File: config.mk
export PLATFORM = sky130hd
export DESIGN_NAME = ascii_block_smoothing_dither_flat
export DESIGN_NICKNAME = d
export VERILOG_FILES = /design/src/rtl/absd_pkg.sv /design/src/rtl/absd_stream_if.sv /design/src/rtl/ascii_block_smoothing_dither.sv /design/src/rtl/absd_cell.sv /design/src/flat_wrapper.sv
export SDC_FILE = /design/constraint.sdc
export NUM_CORES = 1
export LEC_CHECK = 0
export BUFFER_PORTS_ARGS = -buffer_cell sky130_fd_sc_hd__buf_2
export CORE_UTILIZATION = 59
export DETAILED_ROUTE_END_ITERATION = 6
export GPL_TIMING_DRIVEN = 0
export PLACE_DENSITY = 0.77
export SLEW_MARGIN = 10
export SYNTH_ARGS = -nofsm -noshare
export SYNTH_HDL_FRONTEND = slang
export SYNTH_SLANG_ARGS = --single-unit
File: constraint.sdc
create_clock -name clk -period 7.2 [get_ports clk]
set_input_delay 1.08 -clock clk [delete_from_list [all_inputs] [get_ports clk]]
set_output_delay 1.08 -clock clk [all_outputs]
set_load 0.05 [all_outputs]
File: src/rtl/absd_pkg.sv
// Package for the ASCII 2x2 block smoothing and dither pipeline.
// Holds payload types, the palette tables and the dither matrix.
// No dependencies.
package absd_pkg;

	localparam int unsigned CellCount = 4;

	typedef logic [7:0] char_t;
	typedef logic [7:0] level_t;
	typedef logic [3:0] pal_idx_t;

	localparam logic [7:0] THRESH_RESET = 8'd128;
	localparam pal_idx_t   PAL_LAST     = 4'd9;

	typedef struct packed {
		char_t char_top_left;
		char_t char_top_right;
		char_t char_bottom_left;
		char_t char_bottom_right;
		logic  right_present;
		logic  bottom_present;
	} blk_in_t;

	typedef struct packed {
		char_t out_top_left;
		char_t out_top_right;
		char_t out_bottom_left;
		char_t out_bottom_right;
	} blk_out_t;

	typedef struct packed {
		logic s3;
		logic s4;
	} cell_adv_t;

	// brightness i*255/9 of palette symbol i, zero for anything else
	function automatic level_t char_level(input char_t c);
		level_t l;
		case (c)
			8'h20: l = 8'd0;
			8'h2E: l = 8'd28;
			8'h3A: l = 8'd56;
			8'h2D: l = 8'd85;
			8'h3D: l = 8'd113;
			8'h2B: l = 8'd141;
			8'h2A: l = 8'd170;
			8'h23: l = 8'd198;
			8'h25: l = 8'd226;
			8'h40: l = 8'd255;
			default: l = 8'd0;
		endcase
		return l;
	endfunction

	function automatic char_t palette_char(input pal_idx_t idx);
		char_t c;
		case (idx)
			4'd0: c = 8'h20;
			4'd1: c = 8'h2E;
			4'd2: c = 8'h3A;
			4'd3: c = 8'h2D;
			4'd4: c = 8'h3D;
			4'd5: c = 8'h2B;
			4'd6: c = 8'h2A;
			4'd7: c = 8'h23;
			4'd8: c = 8'h25;
			default: c = 8'h40;
		endcase
		return c;
	endfunction

	// 2x2 ordered dither matrix {{0,2},{3,1}}
	function automatic logic [1:0] bayer(input logic row, input logic col);
		logic [1:0] b;
		case ({row, col})
			2'b00: b = 2'd0;
			2'b01: b = 2'd2;
			2'b10: b = 2'd3;
			default: b = 2'd1;
		endcase
		return b;
	endfunction

endpackage

File: src/rtl/absd_stream_if.sv
// Valid/ready stream channel carrying one payload per transaction.
// Payload type is set by the instantiating module.
interface absd_stream_if #(
	parameter type PAYLOAD_T = logic
);
	logic     valid;
	logic     ready;
	PAYLOAD_T data;

	modport source (output valid, output data, input ready);
	modport sink (input valid, input data, output ready);
endinterface

File: src/rtl/ascii_block_smoothing_dither.sv
// ASCII 2x2 block smoothing with ordered dither, top level.
// Depends on absd_pkg, absd_stream_if and absd_cell.
//
// Usage:
//   blocks   - sink channel, one 2x2 character block per transaction, with
//              flags for a present right column and bottom row.
//   smoothed - source channel, one result block per input transaction.
//   threshold_we / threshold_wdata - write the difference threshold; write
//              only while no transaction is in flight.
// Timing: four register stages (palette lookup, block mean, threshold test
// and dither value, palette index), passed through in that order; throughput
// is one block per cycle while smoothed.ready stays high.
// Reset: the pipeline empties and the threshold returns to 128.
// Stall: when smoothed.ready is low the last stage holds its result; earlier
// stages keep filling bubbles, and blocks.ready drops once every stage is
// occupied. Nothing is lost or repeated.
module ascii_block_smoothing_dither (
	input  logic                  clk,
	input  logic                  arst_n,
	absd_stream_if.sink           blocks,
	absd_stream_if.source         smoothed,
	input  logic                  threshold_we,
	input  logic [7:0]            threshold_wdata
);
	import absd_pkg::*;

	logic [7:0] threshold_q;
	logic       v_s1, v_s2, v_s3, v_s4;
	logic       adv1, adv2, adv3, adv4;
	cell_adv_t  cell_adv;

	char_t  in_chars [CellCount];
	logic   in_present [CellCount];

	char_t  char_s1 [CellCount];
	logic   present_s1 [CellCount];
	level_t level_s1 [CellCount];
	char_t  char_s2 [CellCount];
	logic   present_s2 [CellCount];
	level_t level_s2 [CellCount];
	level_t mean_s2;
	logic [9:0] sum;
	char_t  result_s4 [CellCount];

	always_ff @(posedge clk or negedge arst_n) begin
		if (!arst_n) begin
			threshold_q <= THRESH_RESET;
		end else if (threshold_we) begin
			threshold_q <= threshold_wdata;
		end
	end

	always_comb begin
		adv4 = !v_s4 || smoothed.ready;
		adv3 = !v_s3 || adv4;
		adv2 = !v_s2 || adv3;
		adv1 = !v_s1 || adv2;
		cell_adv.s3 = adv3;
		cell_adv.s4 = adv4;
	end

	assign blocks.ready = adv1;

	always_ff @(posedge clk or negedge arst_n) begin
		if (!arst_n) begin
			v_s1 <= 1'b0;
			v_s2 <= 1'b0;
			v_s3 <= 1'b0;
			v_s4 <= 1'b0;
		end else begin
			if (adv1) v_s1 <= blocks.valid;
			if (adv2) v_s2 <= v_s1;
			if (adv3) v_s3 <= v_s2;
			if (adv4) v_s4 <= v_s3;
		end
	end

	always_comb begin
		in_chars[0]   = blocks.data.char_top_left;
		in_chars[1]   = blocks.data.char_top_right;
		in_chars[2]   = blocks.data.char_bottom_left;
		in_chars[3]   = blocks.data.char_bottom_right;
		in_present[0] = 1'b1;
		in_present[1] = blocks.data.right_present;
		in_present[2] = blocks.data.bottom_present;
		in_present[3] = blocks.data.right_present && blocks.data.bottom_present;
		sum = {2'b0, level_s1[0]} + {2'b0, level_s1[1]}
		    + {2'b0, level_s1[2]} + {2'b0, level_s1[3]};
	end

	always_ff @(posedge clk) begin
		if (adv1) begin
			for (int k = 0; k < CellCount; k++) begin
				char_s1[k]    <= in_chars[k];
				present_s1[k] <= in_present[k];
				level_s1[k]   <= in_present[k] ? char_level(in_chars[k]) : '0;
			end
		end
		if (adv2) begin
			for (int k = 0; k < CellCount; k++) begin
				char_s2[k]    <= char_s1[k];
				present_s2[k] <= present_s1[k];
				level_s2[k]   <= level_s1[k];
			end
			mean_s2 <= sum[9:2];
		end
	end

	for (genvar k = 0; k < CellCount; k++) begin : g_cell
		absd_cell u_cell (
			.clk           (clk),
			.adv           (cell_adv),
			.dither_weight (bayer(k[1], k[0])),
			.threshold     (threshold_q),
			.present_s2    (present_s2[k]),
			.char_s2       (char_s2[k]),
			.level_s2      (level_s2[k]),
			.mean_s2       (mean_s2),
			.result_s4     (result_s4[k])
		);
	end

	assign smoothed.valid                 = v_s4;
	assign smoothed.data.out_top_left     = result_s4[0];
	assign smoothed.data.out_top_right    = result_s4[1];
	assign smoothed.data.out_bottom_left  = result_s4[2];
	assign smoothed.data.out_bottom_right = result_s4[3];

endmodule

File: src/rtl/absd_cell.sv
// Per-cell back end of the smoothing pipeline: threshold test and dither (stages 3, 4).
// Depends on absd_pkg.
module absd_cell (
	input  logic                 clk,
	input  absd_pkg::cell_adv_t  adv,
	input  logic [1:0]           dither_weight,
	input  logic [7:0]           threshold,
	input  logic                 present_s2,
	input  absd_pkg::char_t      char_s2,
	input  absd_pkg::level_t     level_s2,
	input  absd_pkg::level_t     mean_s2,
	output absd_pkg::char_t      result_s4
);
	import absd_pkg::*;

	level_t      diff;
	logic [8:0]  mid_sum;
	logic [8:0]  dval;
	logic        rewrite_s3;
	logic [8:0]  dval_s3;
	char_t       char_s3;
	logic [12:0] scaled;
	logic [4:0]  idx_raw;
	pal_idx_t    idx;

	always_comb begin
		diff    = (level_s2 > mean_s2) ? (level_s2 - mean_s2) : (mean_s2 - level_s2);
		mid_sum = {1'b0, level_s2} + {1'b0, mean_s2};
		dval    = {1'b0, mid_sum[8:1]} + {1'b0, dither_weight, 6'b0};
	end

	always_ff @(posedge clk) begin
		if (adv.s3) begin
			rewrite_s3 <= present_s2 && (diff > threshold);
			dval_s3    <= dval;
			char_s3    <= char_s2;
		end
	end

	always_comb begin
		scaled  = {1'b0, dval_s3, 3'b0} + {3'b0, dval_s3, 1'b0};
		idx_raw = scaled[12:8];
		idx     = (idx_raw > {1'b0, PAL_LAST}) ? PAL_LAST : idx_raw[3:0];
	end

	always_ff @(posedge clk) begin
		if (adv.s4) begin
			result_s4 <= rewrite_s3 ? palette_char(idx) : char_s3;
		end
	end

endmodule

File: src/flat_wrapper.sv
// flat-port wrapper written by rule: the top's interface ports become plain ports
module ascii_block_smoothing_dither_flat import absd_pkg::*;
  (clk, arst_n, threshold_we, threshold_wdata, blocks_valid, blocks_data, blocks_ready, smoothed_valid, smoothed_data, smoothed_ready);
  absd_stream_if #(.PAYLOAD_T(blk_in_t)) blocks_i ();
  absd_stream_if #(.PAYLOAD_T(blk_out_t)) smoothed_i ();
  input  logic clk;
  input  logic arst_n;
  input  logic threshold_we;
  input  logic [7:0] threshold_wdata;
  input wire logic [$bits(blocks_i.valid)-1:0] blocks_valid;
  input wire logic [$bits(blocks_i.data)-1:0] blocks_data;
  output wire logic [$bits(blocks_i.ready)-1:0] blocks_ready;
  output wire logic [$bits(smoothed_i.valid)-1:0] smoothed_valid;
  output wire logic [$bits(smoothed_i.data)-1:0] smoothed_data;
  input wire logic [$bits(smoothed_i.ready)-1:0] smoothed_ready;
  assign blocks_i.valid = blocks_valid;
  assign blocks_i.data = blocks_data;
  assign blocks_ready = blocks_i.ready;
  assign smoothed_valid = smoothed_i.valid;
  assign smoothed_data = smoothed_i.data;
  assign smoothed_i.ready = smoothed_ready;
  ascii_block_smoothing_dither u_core (.clk(clk), .arst_n(arst_n), .blocks(blocks_i), .smoothed(smoothed_i), .threshold_we(threshold_we), .threshold_wdata(threshold_wdata));
endmodule
==> After elaboration in Yosys (flattened, before gate mapping) <==
Memory sizes are Yosys's and may differ from the RTL's. A register that Yosys moved wholly into a read port is not among the register bits.
Index checks and enable logic that the tools add are counted.
Widths: inputs -> output; s select.
{ "totals": {"in_bits": 47, "n_memories": 10, "rom_bits": 448, "register_bits": 91, "mem_bits_rw": 136, "word_cells": 138} }
{ "classes": {"eq_ne": 36, "muxes": 27, "order_cmp": 12, "add_sub_neg": 22, "n_reduce_logical": 13} }
{ "mem_list": {"columns": ["name", "depth", "word_bits", "read_ports", "rd_ports_with_merged_regs", "write_ports", "line", "source"], "rows": [
  ["(no name shown)", 16, 7, 1, 0, 0, "absd_pkg.sv:57", "case (idx)"],
  ["(no name shown)", 16, 7, 1, 0, 0, "absd_pkg.sv:57", null],
  ["(no name shown)", 16, 7, 1, 0, 0, "absd_pkg.sv:57", null],
  ["(no name shown)", 16, 7, 1, 0, 0, "absd_pkg.sv:57", null],
  ["u_core.char_s1", 4, 8, 4, 0, 4, "ascii_block_smoothing_dither.sv:35", "char_t char_s1 [CellCount];"],
  ["u_core.char_s2", 4, 8, 4, 4, 4, "ascii_block_smoothing_dither.sv:38", "char_t char_s2 [CellCount];"],
  ["4 more memories", null, null, null, null, null, null, null]
]} }
{ "op_table": {"columns": ["operator", "count"], "rows": [
  ["$pmux 8 s9", 4],
  ["$eq 8x6->1 const B", 32],
  ["$mux 8", 15],
  ["$gt 8x8->1", 8],
  ["$sub 8x8->8", 8],
  ["$add 8x8->9", 5],
  ["$add 12x10->13", 3],
  ["$eq 8x7->1 const B", 4],
  ["$add 10x8->10", 2],
  ["$add 8x8->9 const B", 2],
  ["$mux 4", 4],
  ["$gt 5x4->1 const B", 3],
  ["$add 11x9->12", 1],
  ["$add 8x7->9 const B", 1],
  ["$logic_and 1x1->1", 5],
  ["$gt 4x4->1 const B", 1],
  ["$logic_not 1->1", 4],
  ["$logic_or 1x1->1", 4],
  ["$mux 1", 4]
]} }

==> Logic depth before layout (Yosys ltp) <==
{ "logic_depth": {"ltp_word": 7, "mapped_depth": 18} }

==> Modules after synthesis <==
A second synthesis with hierarchy kept.
{ "hier_totals": {"hier_cells": 1471, "hier_area_um2": 16793.6} }
{ "by_module_without_submodules": {"columns": ["module", "cells_per_inst", "instances", "area_each_um2"], "rows": [
  ["ascii_block_smoothing_dither", 453, 1, 6671.4],
  ["absd_cell (u_core.g_cell[2].u_cell)", 264, 1, 2573.7],
  ["absd_cell (u_core.g_cell[3].u_cell)", 253, 1, 2532.4],
  ["absd_cell (u_core.g_cell[0].u_cell)", 252, 1, 2511.2],
  ["absd_cell (u_core.g_cell[1].u_cell)", 249, 1, 2504.9]
]} }

==> Worst setup path after synthesis <==
OpenSTA, ideal clock, no wires.
{ "synth_timing": {"kind": "input to register", "start": "in smoothed_ready", "end": "mem u_core.present_s1[0]", "n_path_buf": 0, "path_stages": 3, "slack_ps": 2182, "t_arrival_ps": 4861, "setup_time_ps": 157, "t_required_ps": 7043, "path_cell_list": "nor2b_1 -> nand4_1 -> or2_2"} }
{ "synth_lines": {"columns": ["item", "line", "source"], "rows": [
  ["start: declaration", "flat_wrapper.sv:15", "input wire logic [$bits(smoothed_i.ready)-1:0] smoothed_ready;"],
  ["end: declaration", "ascii_block_smoothing_dither.sv:36", "logic present_s1 [CellCount];"]
]} }

==> Worst setup path in the final report <==
{ "layout_timing": {"start": "reg u_core.mean_s2[1]", "end": "reg u_core.g_cell[1].u_cell.rewrite_s3 (data pin)"} }
{ "layout_between": {"elab_chain_len": 4, "word_cells_on_any_way": 6, "cone_classes": "add/sub (2); order compare (2); mux (1); reduce/logical (1)"} }
{ "layout_lines": {"columns": ["item", "line", "source"], "rows": [
  ["start: declaration", "ascii_block_smoothing_dither.sv:41", "level_t mean_s2;"],
  ["start signal: assignment", "ascii_block_smoothing_dither.sv:105", "mean_s2 <= sum[9:2];"],
  ["$sub 8x8->8 or $gt 8x8->1 (tied branches)", "absd_cell.sv:27", "diff = (level_s2 > mean_s2) ? (level_s2 - mean_s2) : (mean_s2 - level_s2);"],
  ["$mux 8 (*)", "absd_cell.sv:27", null],
  ["$gt 8x8->1 (*)", "absd_cell.sv:34", "rewrite_s3 <= present_s2 && (diff > threshold);"],
  ["$logic_and 1x1->1 (*)", "absd_cell.sv:34", null],
  ["end signal: assignment", "absd_cell.sv:34", null],
  ["end: declaration", "absd_cell.sv:19", "logic rewrite_s3;"]
]} }
Mark *: on every way between the ends. The rest lies on a longest branch, timed or not.
A chain may end at the register's enable or synchronous reset.

==> impl_metrics.py <==
metrics = {
    "final_layout": {
        "area_growth_pct": 11.3,
        "nets": 1831,
        "final-seq-area_um2": 7710,
        "multi_input_area_um2": 7740,
        "fillCellCount": 2025,
        "drive_above_1_share": 0.109,
        "stdcell_area_um2": 18100,
        "antennaDiodeCount": 0,
    },
    "timing": {
        "fmax_ghz": 0.200,
        "fin_skew_ns": 0.0226,
        "rsz0062_at_grt": "false",
        "setup_tns_ns": 0,
        "hold_violations": 0,
        "drv_slew": 0,
        "fin_crit_sh": 0.696,
        "period_needed_ns": 5.01,
        "hold_ws_ns": 0.406,
        "max_slew_margin": 0.463,
        "worst_pin_slew_ns": 0.798,
        "finalSetupViolations": 0,
    },
    "clocking": {
        "cts-root-buf": "clkbuf_16",
        "clock-sinks": 259,
        "numCtsBuffers": 27,
        "max-clock-path-buffers": 3,
        "cts_htree_levels": 1,
        "postCtsHoldBufs": 0,
        "post_cts_buffers": 0,
        "cts.clk_slew.worst_paths_ns": 0.06,
        "cts_tree": "built",
        "worstSkewPairLatency_ns": 0.55,
        "cts_resized": 0,
    },
    "critical_path": {
        "crit_path_frequent_cell": "a21o_1",
        "crit_arrival_ns": 5.30,
        "slowest_delay_ns": 0.77,
        "required_ns": 7.49,
        "endpoint_kind": "register",
        "worstPathCellList": "inv_1 > fa_1 > a21o_1 > a21oi_1 > o211ai_1 > nand2_1 > mux2_2 > a221o_1 > a211oi_1 > ha_1 > a21o_1 > a21o_1 > a21oi_1 > o21ai_0 > o211a_1",
        "crit_path_start_kind": "register",
        "crit_fanout": 13,
        "crit_type": "reg -> reg",
        "cp_slowest_cell": "edfxtp_1",
    },
    "die": {
        "rows": 60,
        "core_um2": 27000,
        "die_x_um": 168,
        "ios": 81,
        "die_height_um": 168,
        "start_util": 0.602,
        "dieArea_um2": 28200,
    },
    "synthesis": {
        "syn_area_um2": 16200,
        "ys_warn_count": 0,
        "synth-edff-count": 246,
        "ys_ff_latch": 259,
        "ys_seq_area_frac": 0.475,
        "ys.flop_type": "edfxtp_1",
        "synthesis.nets": 1714,
        "async_flop_share": 0.0463,
        "synth_area_per_cell_um2": 11.1,
        "netlist_instances": 1466,
        "yosysUniqueCellTypes": 80,
    },
    "routing": {
        "num_vias": 11400,
        "drt_iter0_markers": 832,
        "firstDrtPassIters": 5,
        "wire_per_inst_um": 17.5,
        "drt_wl_total_mm": 34.1,
        "ant_nets": 0,
        "viasPerCell": 5.86,
        "route.detailed.drc": 0,
    },
    "global_routing": {
        "grt_usage": 0.243,
        "grt_overflow_total": 0,
        "grt_pass1_wl_mm": 54.2,
        "grt_pass1_vias": 10800,
        "antenna_found_initial": 0,
        "grt_max_degree": 42,
    },
    "worst_hold_path": {
        "min_path_type": "in -> async",
    },
    "place": {
        "dpl_cell_area_um2": 17200,
        "hpwl_mm": 25.2,
        "gp_congestion": 0.922,
        "portBuffers": 80,
    },
    "flow_run": {
        "maxCapViolations": 0,
    },
    "pwr": {
        "leakage_nw": 7.60,
        "peakVddDrop_mv": 0.240,
        "powerDensity_nw_per_um2": 429,
    },
    "outcome": {
        "outcome": "completed",
    },
}
==> per-stage QoR <==
stage	total power, mW	worst slack, ns	utilization	std cells
final	7.75	2.19	0.670	1944
after global routing	8.36	1.86	0.670	1944
after CTS	7.76	2.19	0.670	1944
after detailed placement	6.37	2.20	0.639	1895
after global placement	6.24	0.622	0.633	1887
after floorplan	5.44	2.18	-	1466
==> where the power goes <==
part	switching (mW)	total, mW	internal, mW
Clock	0.583	1.34	0.762
Combinational	2.43	4.06	1.62
Sequential	0.233	2.34	2.11
Total	3.25	7.75	4.49
==> layout make-up <==
type / count / share of cell area
Clock buffer: 31 / 0.0382
Timing Repair Buffer: 88 / 0.0294
Tap cell: 341 / 0.0236
Multi-Input combinational cell: 1003 / 0.429
Buffer: 45 / 0.0112
Sequential cell: 259 / 0.427
Clock inverter: 18 / 0.00873
Inverter: 159 / 0.0330
==> layout by cell type, fill, tap and decap left out, types with 33 or more instances in the layout <==
master	synthesis	final
edfxtp_1	246	246
ha_1	180	180
inv_1	159	158
buf_2	11	91
a21oi_1	91	91
nor2_1	81	81
nand2_1	80	79
o21ai_0	77	77
xnor2_1	54	54
nor2b_1	39	39
clkbuf_1	29	33
==> final timing paths <==
path,from,to,slack (ns),depth (start not counted)
worst min register to register,u_core.char_s1[1][0],u_core.char_s2[1][0],0.41,0
worst max-delay path,u_core.mean_s2[1],u_core.g_cell[1].u_cell.rewrite_s3,2.19,15
worst max register to register,u_core.mean_s2[1],u_core.g_cell[1].u_cell.rewrite_s3,2.19,15
worst min-delay path,arst_n,u_core.v_s1,0.41,1
max in group asynchronous,arst_n,u_core.threshold_q[7],6.52,1
min in group clk,u_core.char_s1[1][0],u_core.char_s2[1][0],0.41,0
==> flip-flops by register name (all words and copies together) (netlist names) <==
name / cells
u_core.threshold_q: 8
u_core.smoothed.valid: 1
u_core.v_s1: 1
u_core.g_cell.u_cell.rewrite_s3: 4
u_core.char_s1: 32
u_core.level_s2: 32
u_core.mean_s2: 8
u_core.v_s2: 1
u_core.present_s1: 4
u_core.level_s1: 32
u_core.g_cell.u_cell.char_s3: 32
u_core.g_cell.u_cell.dval_s3: 35
u_core.char_s2: 32
u_core.g_cell.u_cell.result_s4: 32
u_core.v_s3: 1
u_core.present_s2: 4
==> worst max-delay path: cells and delay by family (launching register included) <==
family | cells | cell delay (ns)
adder cells (fa/ha/maj) | 2 | 0.87
flip-flops | 1 | 0.77
multiplexers | 1 | 0.37
AND/OR/NAND/NOR | 1 | 0.22
AO/OA/AOI/OAI | 10 | 1.99
buffers and inverters | 1 | 0.54
==> cell families after synthesis <==
kind of cell / share of synthesized area
AOI/OAI and AO/OA: 0.144
and+or+nand+nor: 0.105
DFF: 0.475
buffers and inverters: 0.0493
adders and majority gates: 0.165
xor gates and xnor gates: 0.0394
muxes: 0.0220
==> layer usage <==
metal,share of wire,global-route usage,wire (um)
met1,0.45,0.340,15400
met2,0.47,0.402,16000
met3,0.058,0.0287,1970
met4,0.021,0.0642,706
met5,0,0,0
==> cells in the mapped netlist, drive strengths merged (5+ instances only) <==
library cell,number,share of area
nor3b,9,0.0042
nor2,81,0.019
o22ai,7,0.0027
a221oi,6,0.0032
a311oi,5,0.0031
o21a,12,0.0055
nand3,25,0.0077
a21o,28,0.013
nor4,6,0.0023
xnor2,54,0.029
dfrtp,11,0.017
o221ai,6,0.0032
mux2i,20,0.012
nand2,80,0.018
edfxtp,246,0.46
and2,8,0.0031
nor3,19,0.0059
o21ai,78,0.024
and3,6,0.0023
xor2,19,0.010
nand2b,21,0.0081
fa,21,0.026
a21oi,91,0.028
o211a,6,0.0037
mux2,14,0.0097
o21bai,17,0.0079
a211oi,10,0.0046
inv,159,0.037
o31ai,13,0.0060
buf,15,0.0055
or2,6,0.0023
clkbuf,30,0.0070
o211ai,7,0.0032
nor2b,39,0.015
a31oi,19,0.0073
ha,180,0.14
a211o,5,0.0027
nand4,19,0.0073
Note: power is estimated with default switching activity, not from simulation.
